===== src/rtl/apwa_pkg.sv =====
// ----------------------------------------------------------------------------
// apwa_pkg
// Shared types, codes and the header decode function for the ASK packet word assembler.
// ----------------------------------------------------------------------------
package apwa_pkg;

    localparam int WORD_W    = 11;
    localparam int INDEX_W   = 4;
    localparam int STATUS_W  = 2;
    localparam int KIND_W    = 2;
    localparam int COUNT_W   = 8;
    localparam int POS_W     = 4;
    localparam int LEN_W     = 4;
    localparam int CFG_IDX_W = 1;
    localparam int CFG_W     = 8;
    localparam int HDR_W     = 9;

    localparam int MAX_WORDS = 16;

    localparam logic [COUNT_W-1:0] PREAMBLE_MIN_RST = 8'd11;
    localparam logic [COUNT_W-1:0] PREAMBLE_MAX_RST = 8'd25;
    localparam logic [COUNT_W-1:0] COUNT_SAT        = 8'hFF;
    localparam logic [POS_W-1:0]   POS_TOP          = 4'd10;

    localparam logic [KIND_W-1:0] KIND_UNCOUNTED = 2'd0;
    localparam logic [KIND_W-1:0] KIND_PREAMBLE  = 2'd1;
    localparam logic [KIND_W-1:0] KIND_OTHER     = 2'd2;
    localparam logic [KIND_W-1:0] KIND_ABORT     = 2'd3;

    localparam logic [STATUS_W-1:0] STATUS_GOOD       = 2'd0;
    localparam logic [STATUS_W-1:0] STATUS_PARITY     = 2'd1;
    localparam logic [STATUS_W-1:0] STATUS_BAD_HEADER = 2'd2;

    localparam logic [CFG_IDX_W-1:0] CFG_PREAMBLE_MIN = 1'd0;
    localparam logic [CFG_IDX_W-1:0] CFG_PREAMBLE_MAX = 1'd1;

    typedef struct packed {
        logic [WORD_W-1:0]   word;
        logic [INDEX_W-1:0]  word_index;
        logic [STATUS_W-1:0] status;
        logic                last;
    } result_t;

    function automatic logic [LEN_W-1:0] header_length(input logic [HDR_W-1:0] hdr);
        logic [LEN_W-1:0] len;
        unique case (hdr)
            9'h001, 9'h003, 9'h004: len = 4'd3;
            9'h051:                 len = 4'd7;
            9'h071:                 len = 4'd9;
            9'h0FF:                 len = 4'd2;
            default:                len = 4'd0;
        endcase
        return len;
    endfunction

endpackage


===== src/rtl/apwa_rx.sv =====
// ----------------------------------------------------------------------------
// apwa_rx
// Preamble detection, bit assembly, parity and header decode; one bit per cycle while accept is high.
// ----------------------------------------------------------------------------
module apwa_rx (
    input  logic                           aclk,
    input  logic                           aresetn,
    input  logic                           cfg_we,
    input  logic [apwa_pkg::CFG_IDX_W-1:0] cfg_index,
    input  logic [apwa_pkg::CFG_W-1:0]     cfg_wdata,
    input  logic                           accept,
    input  logic [apwa_pkg::KIND_W-1:0]    kind,
    input  logic                           bit_value,
    output logic                           res_valid,
    output apwa_pkg::result_t              res
);
    import apwa_pkg::*;

    logic [COUNT_W-1:0] preamble_min_reg, preamble_min_next;
    logic [COUNT_W-1:0] preamble_max_reg, preamble_max_next;
    logic [COUNT_W-1:0] preamble_ones_reg, preamble_ones_next;
    logic [COUNT_W-1:0] other_bits_reg, other_bits_next;
    logic               recording_reg, recording_next;
    logic [POS_W-1:0]   bit_position_reg, bit_position_next;
    logic [WORD_W-1:0]  word_shift_reg, word_shift_next;
    logic [INDEX_W-1:0] word_count_reg, word_count_next;
    logic [LEN_W-1:0]   packet_length_reg, packet_length_next;

    logic               rec;
    logic               stop;
    logic [POS_W-1:0]   pos;
    logic [WORD_W-1:0]  ws;
    logic [INDEX_W:0]   idx_inc;
    logic [LEN_W-1:0]   plen;
    logic               last;
    logic [STATUS_W-1:0] status;
    logic [COUNT_W-1:0] pre_base;
    logic [COUNT_W-1:0] oth_base;

    always_comb begin
        preamble_min_next = preamble_min_reg;
        preamble_max_next = preamble_max_reg;
        if (cfg_we) begin
            unique case (cfg_index)
                CFG_PREAMBLE_MIN: preamble_min_next = cfg_wdata;
                CFG_PREAMBLE_MAX: preamble_max_next = cfg_wdata;
                default: ;
            endcase
        end
    end

    always_comb begin
        preamble_ones_next = preamble_ones_reg;
        other_bits_next    = other_bits_reg;
        recording_next     = recording_reg;
        bit_position_next  = bit_position_reg;
        word_shift_next    = word_shift_reg;
        word_count_next    = word_count_reg;
        packet_length_next = packet_length_reg;
        res_valid          = 1'b0;
        stop               = 1'b0;
        last               = 1'b0;
        status             = STATUS_GOOD;
        plen               = packet_length_reg;
        idx_inc            = {1'b0, word_count_reg} + 1'b1;
        pos                = (bit_position_reg > POS_TOP) ? POS_TOP : bit_position_reg;
        ws                 = word_shift_reg;
        ws[pos]            = bit_value;
        rec                = recording_reg
                           | ((preamble_ones_reg >= preamble_min_reg)
                              && (preamble_ones_reg <= preamble_max_reg)
                              && (other_bits_reg == '0) && !bit_value);
        pre_base           = preamble_ones_reg;
        oth_base           = other_bits_reg;

        if (accept) begin
            if (kind == KIND_ABORT) begin
                stop = 1'b1;
            end else if (rec) begin
                recording_next  = 1'b1;
                word_shift_next = ws;
                if (pos != '0) begin
                    bit_position_next = pos - 1'b1;
                end else begin
                    bit_position_next = POS_TOP;
                    word_count_next   = idx_inc[INDEX_W-1:0];
                    res_valid         = 1'b1;
                    if (!(^ws[9:1])) begin
                        status = STATUS_PARITY;
                        last   = 1'b1;
                    end else begin
                        if (word_count_reg == '0) begin
                            plen               = header_length(ws[WORD_W-1:2]);
                            packet_length_next = plen;
                            if (plen == '0) begin
                                status = STATUS_BAD_HEADER;
                                last   = 1'b1;
                            end
                        end
                        if ((idx_inc == {1'b0, plen})
                            || (idx_inc >= (INDEX_W+1)'(MAX_WORDS))) begin
                            last = 1'b1;
                        end
                    end
                    stop = last;
                end
            end

            if (stop) begin
                recording_next     = 1'b0;
                bit_position_next  = POS_TOP;
                word_count_next    = '0;
                packet_length_next = '0;
                pre_base           = '0;
                oth_base           = '0;
            end
            preamble_ones_next = pre_base;
            other_bits_next    = oth_base;
            if (kind == KIND_PREAMBLE && pre_base != COUNT_SAT) begin
                preamble_ones_next = pre_base + 1'b1;
            end
            if (kind == KIND_OTHER && oth_base != COUNT_SAT) begin
                other_bits_next = oth_base + 1'b1;
            end
        end

        res.word       = ws;
        res.word_index = word_count_reg;
        res.status     = status;
        res.last       = last;
    end

    always_ff @(posedge aclk) begin
        if (!aresetn) begin
            preamble_min_reg  <= PREAMBLE_MIN_RST;
            preamble_max_reg  <= PREAMBLE_MAX_RST;
            preamble_ones_reg <= '0;
            other_bits_reg    <= '0;
            recording_reg     <= 1'b0;
            bit_position_reg  <= POS_TOP;
            word_count_reg    <= '0;
            packet_length_reg <= '0;
        end else begin
            preamble_min_reg  <= preamble_min_next;
            preamble_max_reg  <= preamble_max_next;
            preamble_ones_reg <= preamble_ones_next;
            other_bits_reg    <= other_bits_next;
            recording_reg     <= recording_next;
            bit_position_reg  <= bit_position_next;
            word_count_reg    <= word_count_next;
            packet_length_reg <= packet_length_next;
        end
    end

    always_ff @(posedge aclk) begin
        word_shift_reg <= word_shift_next;
    end

endmodule


===== src/rtl/apwa_outbuf.sv =====
// ----------------------------------------------------------------------------
// apwa_outbuf
// Two-entry result buffer: output register plus skid stage.
// ----------------------------------------------------------------------------
module apwa_outbuf (
    input  logic                            aclk,
    input  logic                            aresetn,
    input  logic                            push,
    input  apwa_pkg::result_t               push_data,
    output logic                            space,
    output logic                            m_valid,
    input  logic                            m_ready,
    output logic [apwa_pkg::WORD_W-1:0]     m_word,
    output logic [apwa_pkg::INDEX_W-1:0]    m_word_index,
    output logic [apwa_pkg::STATUS_W-1:0]   m_status,
    output logic                            m_last
);
    import apwa_pkg::*;

    logic    head_valid_reg, head_valid_next;
    logic    skid_valid_reg, skid_valid_next;
    result_t head_reg, head_next;
    result_t skid_reg, skid_next;
    logic    pop;

    assign pop   = head_valid_reg && m_ready;
    assign space = !skid_valid_reg;

    always_comb begin
        head_valid_next = head_valid_reg;
        skid_valid_next = skid_valid_reg;
        head_next       = head_reg;
        skid_next       = skid_reg;
        unique case ({push, pop})
            2'b10: begin
                if (!head_valid_reg) begin
                    head_next       = push_data;
                    head_valid_next = 1'b1;
                end else begin
                    skid_next       = push_data;
                    skid_valid_next = 1'b1;
                end
            end
            2'b01: begin
                if (skid_valid_reg) begin
                    head_next       = skid_reg;
                    skid_valid_next = 1'b0;
                end else begin
                    head_valid_next = 1'b0;
                end
            end
            2'b11: begin
                if (skid_valid_reg) begin
                    head_next = skid_reg;
                    skid_next = push_data;
                end else begin
                    head_next = push_data;
                end
            end
            default: ;
        endcase
    end

    always_ff @(posedge aclk) begin
        if (!aresetn) begin
            head_valid_reg <= 1'b0;
            skid_valid_reg <= 1'b0;
        end else begin
            head_valid_reg <= head_valid_next;
            skid_valid_reg <= skid_valid_next;
        end
    end

    always_ff @(posedge aclk) begin
        head_reg <= head_next;
        skid_reg <= skid_next;
    end

    assign m_valid      = head_valid_reg;
    assign m_word       = head_reg.word;
    assign m_word_index = head_reg.word_index;
    assign m_status     = head_reg.status;
    assign m_last       = head_reg.last;

endmodule


===== src/rtl/ask_packet_word_assembler.sv =====
// ----------------------------------------------------------------------------
// ask_packet_word_assembler
// Assembles decoded ASK line bits into checked, indexed packet words.
// ----------------------------------------------------------------------------
// A finished word is pushed into the output buffer when the request holding its
// last bit is accepted, and is shown on m_valid once it sits in the head register.
// Throughput: one request per cycle while s_ready is high; the state update is a
// single register step, and the two-entry buffer drops s_ready only when full.
// Reset: aresetn (synchronous) idles the receiver and restores the preamble
// window to 11..25.
// ----------------------------------------------------------------------------
module ask_packet_word_assembler (
    input  logic                            aclk,
    input  logic                            aresetn,
    input  logic                            cfg_we,
    input  logic [apwa_pkg::CFG_IDX_W-1:0]  cfg_index,
    input  logic [apwa_pkg::CFG_W-1:0]      cfg_wdata,
    input  logic                            s_valid,
    output logic                            s_ready,
    input  logic [apwa_pkg::KIND_W-1:0]     s_kind,
    input  logic                            s_bit_value,
    output logic                            m_valid,
    input  logic                            m_ready,
    output logic [apwa_pkg::WORD_W-1:0]     m_word,
    output logic [apwa_pkg::INDEX_W-1:0]    m_word_index,
    output logic [apwa_pkg::STATUS_W-1:0]   m_status,
    output logic                            m_last
);
    import apwa_pkg::*;

    logic    accept;
    logic    res_valid;
    result_t res;
    logic    space;

    assign s_ready = space;
    assign accept  = s_valid && space;

    apwa_rx u_rx (
        .aclk      (aclk),
        .aresetn   (aresetn),
        .cfg_we    (cfg_we),
        .cfg_index (cfg_index),
        .cfg_wdata (cfg_wdata),
        .accept    (accept),
        .kind      (s_kind),
        .bit_value (s_bit_value),
        .res_valid (res_valid),
        .res       (res)
    );

    apwa_outbuf u_outbuf (
        .aclk         (aclk),
        .aresetn      (aresetn),
        .push         (res_valid),
        .push_data    (res),
        .space        (space),
        .m_valid      (m_valid),
        .m_ready      (m_ready),
        .m_word       (m_word),
        .m_word_index (m_word_index),
        .m_status     (m_status),
        .m_last       (m_last)
    );

endmodule


===== config.mk =====
export PLATFORM = sky130hd
export DESIGN_NAME = ask_packet_word_assembler
export DESIGN_NICKNAME = d
export VERILOG_FILES = /design/src/rtl/apwa_pkg.sv /design/src/rtl/apwa_rx.sv /design/src/rtl/apwa_outbuf.sv /design/src/rtl/ask_packet_word_assembler.sv
export SDC_FILE = /design/constraint.sdc
export NUM_CORES = 1
export LEC_CHECK = 0
export BUFFER_PORTS_ARGS = -buffer_cell sky130_fd_sc_hd__buf_4
export CORE_MARGIN = 3
export CORE_UTILIZATION = 30
export CTS_CLUSTER_SIZE = 16
export DETAILED_ROUTE_END_ITERATION = 7
export HOLD_SLACK_MARGIN = 0.12
export PLACE_DENSITY = 0.51
export SLEW_MARGIN = 20
export SYNTH_ARGS = -nofsm -noshare
export SYNTH_HDL_FRONTEND = slang
export SYNTH_HIERARCHICAL = 1
export SYNTH_SLANG_ARGS = --single-unit

===== constraint.sdc =====
create_clock -name aclk -period 5.85 [get_ports aclk]
set_input_delay 0.585 -clock aclk [delete_from_list [all_inputs] [get_ports aclk]]
set_output_delay 0.585 -clock aclk [all_outputs]
set_load 0.01 [all_outputs]

# [Word level (Yosys, flattened, before mapping)]
# Index checks and enable logic that the tools add are counted.
[op_classes] addsub=4 magnitude_cmp=6 n_eq_ne=22 mux=67 n_bitwise=3 n_reduce_logical=32
[op_table] op="$mux W18" count=5
[op_table] op="$mux W4" count=22
[op_table] op="$pmux W18 S3" count=1
[op_table] op="$mux W8" count=6
[op_table] op="$pmux W18 S2" count=1
[op_table] op="$mux W1" count=20
[op_table] op="$eq A9 B7 Y1 const B" count=2
[op_table] op="$add A8 B1 Y8 const B" count=2
[op_table] op="$ne A8 B8 Y1 const B" count=2
[op_table] op="$pmux W4 S4" count=1
[op_table] op="$mux W2" count=7
[op_table] op="$reduce_and A3 Y1" count=4
[op_table] op="$bwmux W11" count=1
[op_table] op="$eq A9 B1 Y1 const B" count=1
[op_table] op="$eq A9 B2 Y1 const B" count=1
[op_table] op="$eq A9 B3 Y1 const B" count=1
[op_table] op="$eq A9 B8 Y1 const B" count=1
[op_table] op="$reduce_xor A9 Y1" count=1
[op_table] op="$eq A2 B2 Y1 const B" count=4
[op_table] op="$ge A8 B8 Y1" count=1
[op_table] op="$le A8 B8 Y1" count=1
[op_table] op="$logic_and A1 B1 Y1" count=8
[op_table] op="$logic_not A4 Y1" count=2
[op_table] op="$logic_not A8 Y1" count=1
[op_table] op="other kinds (23)" count=38
[totals] regBits=94 input_bits=17 output_inout_bits=20 word_cells=153

# [Longest topological paths before layout]
# Gate-level depths: netlist of run 1.
[logic_depth] depth_word=35 depth_mapped=27 ltp_nobuf=25

# [Modules after synthesis]
# The synthesis of run 1 kept the hierarchy.
[modules_own_cells] mod="apwa_rx" instances=1 cells_each=453 area_each_um2=3703.6 seq_area_each_um2=1231.2
[modules_own_cells] mod="apwa_outbuf" instances=1 cells_each=70 area_each_um2=1462.7 seq_area_each_um2=1121.1
[modules_own_cells] mod="ask_packet_word_assembler" instances=1 cells_each=1 area_each_um2=6.3 seq_area_each_um2=0.0

# [Worst setup path after synthesis of run 1]
# OpenSTA, ideal clock, no wires.
[synth_path] path_kind="register -> register" from="register u_rx.bit_position_reg[2]" to="register u_rx.other_bits_reg[7]" setup_ns=0.057 arrival_time_ns=4.808 required_time_ns=5.793 path_slack_ns=0.984 stages_incl_launch_ff=27 n_path_buf=1 period_less_slack_ns=4.866 cell_sequence="dfxtp_1 -> buf_2 -> o21ai_1 -> nand2_1 -> inv_1 -> ha_1 -> nor3b_1 -> mux2i_1 -> inv_2 -> nor3_1 -> o211ai_2 -> and4_1 -> nor3_2 -> a21oi_2 -> or2_1 -> and2_1 -> ha_1 -> and3_1 -> nand3_1 -> and2_1 -> nand4_1 -> or2_2 -> inv_1 -> nand3_1 -> or3_1 -> a21oi_1 -> a21o_1"
[synth_rtl] item="start: declaration" line_no="apwa_rx.sv:24" text="logic [POS_W-1:0] bit_position_reg, bit_position_next;"
[synth_rtl] item="start signal: assignment" line_no="apwa_rx.sv:149" text="bit_position_reg <= bit_position_next;"
[synth_rtl] item="end signal: assignment" line_no="apwa_rx.sv:147" text="other_bits_reg <= other_bits_next;"
[synth_rtl] item="end: declaration" line_no="apwa_rx.sv:22" text="logic [COUNT_W-1:0] other_bits_reg, other_bits_next;"

==> results of run 1 <==
metal layers:
layer | wire [µm] | share of wire | vias up | GRT usage
li1 | - | - | 1974 | -
met1 | 5403 | 0.47 | 1865 | 0.1584
met4 | 127 | 0.011 | 0 | 0.03769
met5 | 0 | 0 | - | 0
met3 | 398 | 0.035 | 11 | 0.03652
met2 | 5546 | 0.48 | 67 | 0.2144
kinds of logic (layout without fill, tap and decap cells):
kind of cell    count (synthesis)  after routing  share of synthesized area
compound gates                101            101                     0.1393
xor+xnor                       13             13                    0.02879
fa+ha+maj                      23             23                    0.05564
buf+inv                        57             93                    0.04838
flops                          94             94                     0.4548
mux                            31             31                    0.07523
simple gates                  205            205                     0.1979
worst max path at each step:
stage	start	endpoint	slack [ps]	depth (start not counted)
after CTS	u_rx/bit_position_reg[3]$_SDFFE_PN1P_	u_rx/other_bits_reg[7]$_SDFFE_PN0P_	430	24
after floorplan	u_rx/bit_position_reg[2]$_SDFFE_PN0P_	u_rx/other_bits_reg[7]$_SDFFE_PN0P_	980	26
after global routing	u_rx/bit_position_reg[2]$_SDFFE_PN0P_	u_rx/other_bits_reg[7]$_SDFFE_PN0P_	20	24
final	u_rx/bit_position_reg[2]$_SDFFE_PN0P_	u_rx/other_bits_reg[7]$_SDFFE_PN0P_	460	24
after global placement	u_rx/bit_position_reg[3]$_SDFFE_PN1P_	u_rx/other_bits_reg[7]$_SDFFE_PN0P_	660	24
after detailed placement	u_rx/bit_position_reg[3]$_SDFFE_PN1P_	u_rx/other_bits_reg[7]$_SDFFE_PN0P_	460	24
through the flow:
step,cell area (µm²),hold slack [ps],setup slack (ps)
3_3_place_gp,5637,447.5,656.9
2_1_floorplan,5172,428.4,984.3
3_5_place_dp,5637,447.0,455.6
4_1_cts,5971,451.0,433.2
6_report,5981,455.9,460.1
5_1_grt,5981,464.4,20.92
report_power, final:
part / switching [µW] / leakage (µW) / total (µW) / internal (µW)
sequential: 4.35 / 0.000798 / 696 / 692
clock: 269 / 0.000165 / 654 / 385
combinational: 40.9 / 0.00138 / 66.1 / 25.2
cell usage in the layout, fill, tap and decap left out, drive strengths merged, types with 3 or more instances in the layout:
master   netlist  routed
nand2b         4       4
o2111ai        3       3
nand4         10      10
mux2i         10      10
and2          10      10
a21oi         29      29
edfxtp        47      47
mux2          21      21
nand3b         5       5
dfxtp         47      47
clkbuf        11       9
nor2          43      43
nand2         65      65
xnor2          9       9
o21ai         13      13
nor3          10      10
ha            23      23
nor2b          3       3
and3          11      11
a31oi          5       5
nor4           5       5
or3            5       5
a221o          8       8
o21a           3       3
a22oi          3       3
nand3         24      24
inv           37      42
a21o           9       9
buf            9      40
o211ai        11      11
nor3b          3       3
layout make-up:
| class | instances | area share |
|---|---|---|
| Clock buffer | 9 | 0.03766 |
| Clock inverter | 7 | 0.01820 |
| Inverter | 37 | 0.02322 |
| Multi-Input combinational cell | 373 | 0.4312 |
| Sequential cell | 94 | 0.3935 |
| Tap cell | 220 | 0.04603 |
| Timing Repair Buffer | 40 | 0.05021 |
worst min-delay path, delay by kind of cell, from the launching register on:
kind               cells  cell delay, ps
AOI/OAI and AO/OA      1              50
DFF                    1             310
and+or+nand+nor        1              50
timing repair:
item / CTS / global route
setup endpoints to repair: 0 / 1
hold endpoints to repair: 0 / 0
gates resized for setup: 0 / 3
buffers inserted: 0 / 0
==> qor.txt, run 1 <==
GR Overflow Total - 0
Final core occ - 0.3581
Ys flop type - edfxtp_1
Arrival @ worst endpoint - 5690 ps
Yosys top cell area share - 0.2729
Slew headroom - 0.3909
Outcome - completed
First-pass GRT wire length - 18.79 mm
Pwr Total - 1416 µW
Post-Layout Cell Count - 780
Reg-to-reg setup timing slack - 460 ps
Die Y - 137.3 µm
Initial Util - 0.3097
Minimum clock period - 5390 ps
CP peak stage delay - 430 ps
Clock Sink Count - 94
Antenna violations before repair - 0
Most frequent cell after synthesis - nand2_1
Post-Syn Nets - 564
CP Capture Type - register
Yosys warning count - 6
CP Class - reg -> reg
Final-report max-slew violation count - 0
Final Cycle Share - 0.9213
Routed length per instance - 14.71 µm
Post-synth ARST share - 0
Dpl cells - 764
Hold Fails Final Rpt - 0
Num CTS Buffers - 9
Hold buffers post-CTS - 0
Cell Rows - 47
Largest net degree at the start of global routing - 37
Core Area - 16700 µm²
#FFs+latches synth - 94
Worst vdd ir - 0.1484 mV
Synth top area cells - edfxtp_1 27%, dfxtp_1 18%, ha_1 5.6%, nand2_1 4.6%, nor2_1 3.0%
Root Driver - clkbuf_16
Post-synth EDFFs - 47
Cells after Synth - 524
Via count - 3917
Synth Area per Inst - 9.871 µm²
Full die area - 18850 µm²
# DRC - 0
Hold Path Cell Cnt - 2
Register area share after synthesis - 0.4548
Synth cell count leaders - 64 x nand2_1, 47 x dfxtp_1, 47 x edfxtp_1
Fin nets - 595
Post-Syn Area - 5172 µm²
Clock Latency Late Sink - 350 ps
Hold_sp - u_rx/preamble_max_reg[1]$_SDFFE_PN0P_
Buffers & Inverters on Critical Path - 2
Vias per inst - 5.022
CP max-delay cell - dfxtp_1
Die X - 137.3 µm
CP cell instances - o21ai_1, nand2_1, ha_1, nand3b_1, mux2i_1, inv_1, a211oi_2, a22oi_1, o211a_1, o21ai_1, a21oi_2, or2_1, and2_1, ha_1, and3_1, nand3_1, and2_1, nand4_1, or2_2, inv_1, nand3_1, or3_1, a21oi_1, a21o_1
Setup_tns - 0 ps
WL final - 11.48 mm
Fmax - 185.5 MHz
Antenna Violating Nets Remaining - 0
Register Area - 2354 µm²
Final HPWL DP - 8.507 mm
Worst Tran Pin Value - 912.6 ps
Power per cell area - 236.8 nW/µm²
Iter 0 DRT Violations - 232
Syn-to-layout area delta - 15.63%
Detailed-router iteration count before antenna repair - 4
Worst Path Required - 6150 ps
Layout fillers - 1711
Layout cell share with drive strength beyond 1 - 0.1786
Max cap viols - 0
Final setup violation count - 0
Max reg flops - 18
Antenna diode count - 0
Worst R2R Path Depth - 24
Reg-to-Reg End - u_rx/other_bits_reg[7]$_SDFFE_PN0P_
Area of the multi-input gates - 2579 µm²
Setup Skew - 7.936 ps
Vias in the first global route - 3787
CTS Buffer Depth - 2
Hold endpoint - u_rx/preamble_max_reg[1]$_SDFFE_PN0P_
Synth unique cells - 70
Largest delay share family, worst path - simple AND/OR/NAND/NOR gates
CP Max Fanout - 13
Reg2reg start - u_rx/bit_position_reg[2]$_SDFFE_PN0P_
Placer congestion estimate - 0.9510
Pleak - 0.002344 µW
Setup crit start kind - register
IO Port Bufs - 36
RSZ-0062 raised after global routing - false
CTS clk-pin slew, worst paths - 70 ps
Post-synth top area cell - edfxtp_1
Io pins - 37
CTS tree - done
GRT Total Usage - 0.1273
Htree depth - 3
Class of the worst hold path - reg -> reg
Note: power is estimated with default switching activity, not from simulation.
==> inputs of run 2 (changes only) <==
- CORE_ASPECT_RATIO: default -> 0.7
- CTS_BUF_LIST: default -> sky130_fd_sc_hd__clkbuf_8
- clock period: 5.85 -> 5.8 ns (I/O delays scaled with it)
==> run 2 against run 1 <==
Core utilization decreased by 0.47 points. Worst setup slack got worse by 53 ps. Die area increased by 0.14%. Via count increased by 1.4%. Largest cell class unchanged. Final cell count increased by 0.77%. Total power decreased by 15%. Register-to-register slack got worse by 50 ps. Sequential power increased by 0.9%. Clock skew about the same. Non-clock buffer count increased by 1. Final area decreased by 2.0%. Flip-flop and latch count unchanged.
==> qor.txt, run 2 (synthesized netlist as in run 1, its figures left out) <==
Outcome - completed
Worst Tran Pin Value - 957.4 ps
Final-report max-slew violation count - 0
Antenna Violating Nets Remaining - 0
CP Class - reg -> reg
Max reg flops - 18
Final HPWL DP - 8.869 mm
Num CTS Buffers - 9
Die Y - 115.9 µm
Max cap viols - 0
Routed length per instance - 15.51 µm
Clock Latency Late Sink - 380 ps
Final setup violation count - 0
CP Max Fanout - 13
Slew headroom - 0.3610
Design Area, Final - 5863 µm²
Core Area - 16590 µm²
Gr busiest metal - met1
Met2 Usage GRT - 0.1889
GR Overflow Total - 0
Power per cell area - 205.2 nW/µm²
Antenna diode count - 0
Arrival @ worst endpoint - 5720 ps
Hold_sp - cfg_wdata[0]
IO Port Bufs - 36
Reg2reg start - u_rx/bit_position_reg[2]$_SDFFE_PN0P_
RSZ-0062 raised after global routing - false
Cell Rows - 39
Class of the worst hold path - in -> reg
Die X - 162.9 µm
Pleak - 0.002273 µW
# DRC - 0
Worst Path Required - 6130 ps
Leading cell type in the layout, fill and taps excluded - nand2_1
GRT Total Usage - 0.1356
Fin nets - 596
Crit path launch - u_rx/bit_position_reg[2]$_SDFFE_PN0P_
Full die area - 18880 µm²
Io pins - 37
Commonest cells after routing, fill and taps aside - 64 x nand2_1, 47 x edfxtp_1, 45 x dfxtp_1
CP Capture Type - register
M1 GR Usage - 0.2063
Dpl cell area - 5650 µm²
Initial Util - 0.3118
Setup crit start kind - register
Largest net degree at the start of global routing - 37
Placer congestion estimate - 0.9223
Setup Skew - 8.304 ps
Fmax - 185.4 MHz
Detailed-router iteration count before antenna repair - 5
Via count - 3970
CTS Buffer Depth - 2
First-pass GRT wire length - 20.22 mm
Vias in the first global route - 3794
Final Cycle Share - 0.9298
Syn-to-layout area delta - 13.35%
Iter 0 DRT Violations - 316
Antenna violations before repair - 0
CTS clk-pin slew, worst paths - 90 ps
WL final - 12.19 mm
CTS tree - done
Root Driver - clkbuf_8
Minimum clock period - 5393 ps
Layout cell share with drive strength beyond 1 - 0.1800
Setup_tns - 0 ps
Vias per inst - 5.051
Hold buffers post-CTS - 0
Htree depth - 3
Worst vdd ir - 0.1173 mV
M3 GR Usage - 0.03144
Hold Fails Final Rpt - 0
Clock Sink Count - 94
run 2: changes by cell type in the layout (fill, tap and decap cells not counted), sizes merged:
cell and change:
bufinv -1, clkinv +3, buf +1, clkinvlp +2, inv -4
run 2: final timing paths:
path | endpoint | slack (ps) | depth (start not counted)
max | u_rx/other_bits_reg[7]$_SDFFE_PN0P_ | 410 | 25
min | u_rx/preamble_max_reg[0]$_SDFFE_PN1P_ | 430 | 3
max reg2reg | u_rx/other_bits_reg[7]$_SDFFE_PN0P_ | 410 | 25
min reg2reg | u_rx/preamble_min_reg[5]$_SDFFE_PN0P_ | 460 | 2
run 2: timing repair:
action,4_1_cts,5_1_grt
setup endpoints to repair,0,1
buffers inserted,0,0
resized for setup,0,6
run 2: power by group:
group          switching (µW)  leakage, µW  internal, µW  total (µW)
registers                4.59     0.000798           698         702
clock network             235    0.0000941           196         432
logic                    43.3      0.00138          26.0        69.3
run 2: worst max-delay path, cell delays in order (launching register included):
cell and delay [ps]:
dfxtp_2 400, o21ai_1 240, nand2_1 120, inv_1 120, ha_1 180, nor3b_2 210
mux2i_2 350, inv_2 120, nor3_1 310, o211ai_2 220, and4_1 240, nor3_2 200
a21oi_2 140, or2_1 320, and2_1 200, ha_1 220, and3_1 210, nand3_1 110
and2_1 180, nand4_1 170, or2_2 360, inv_1 60, nand3_1 80, or3_1 320
a21oi_1 160, a21o_1 90
run 2: area by class of cell:
cell class              count  area [µm²]
fillers                  1701       10730
multi-input cells         373        2590
flip-flops and latches     94        2355
repair buffers             41       307.8
well taps                 225       281.5
inverters                  37       138.9
clock buffers               9       123.9
clock inverters             7       66.31
run 2: routing by layer:
| metal | up-vias | share of wire |
|---|---|---|
| li1 | 1964 | - |
| met1 | 1904 | 0.54 |
| met2 | 91 | 0.40 |
| met3 | 11 | 0.055 |
| met4 | 0 | 0.013 |
| met5 | - | 0 |
run 2: per-stage QoR:
stage	setup slack (ps)	std cells	hold WS, ps	utilization	power [µW]
finish	407.4	786	427.8	0.3534	1203
global route	32.50	786	411.6	0.3534	1262
CTS	304.9	786	405.3	0.3520	1224
detailed placement	343.2	770	446.5	0.3406	786.0
global placement	607.1	770	449.0	0.3406	785.1
floorplan	934.3	524	428.4	-	759.6
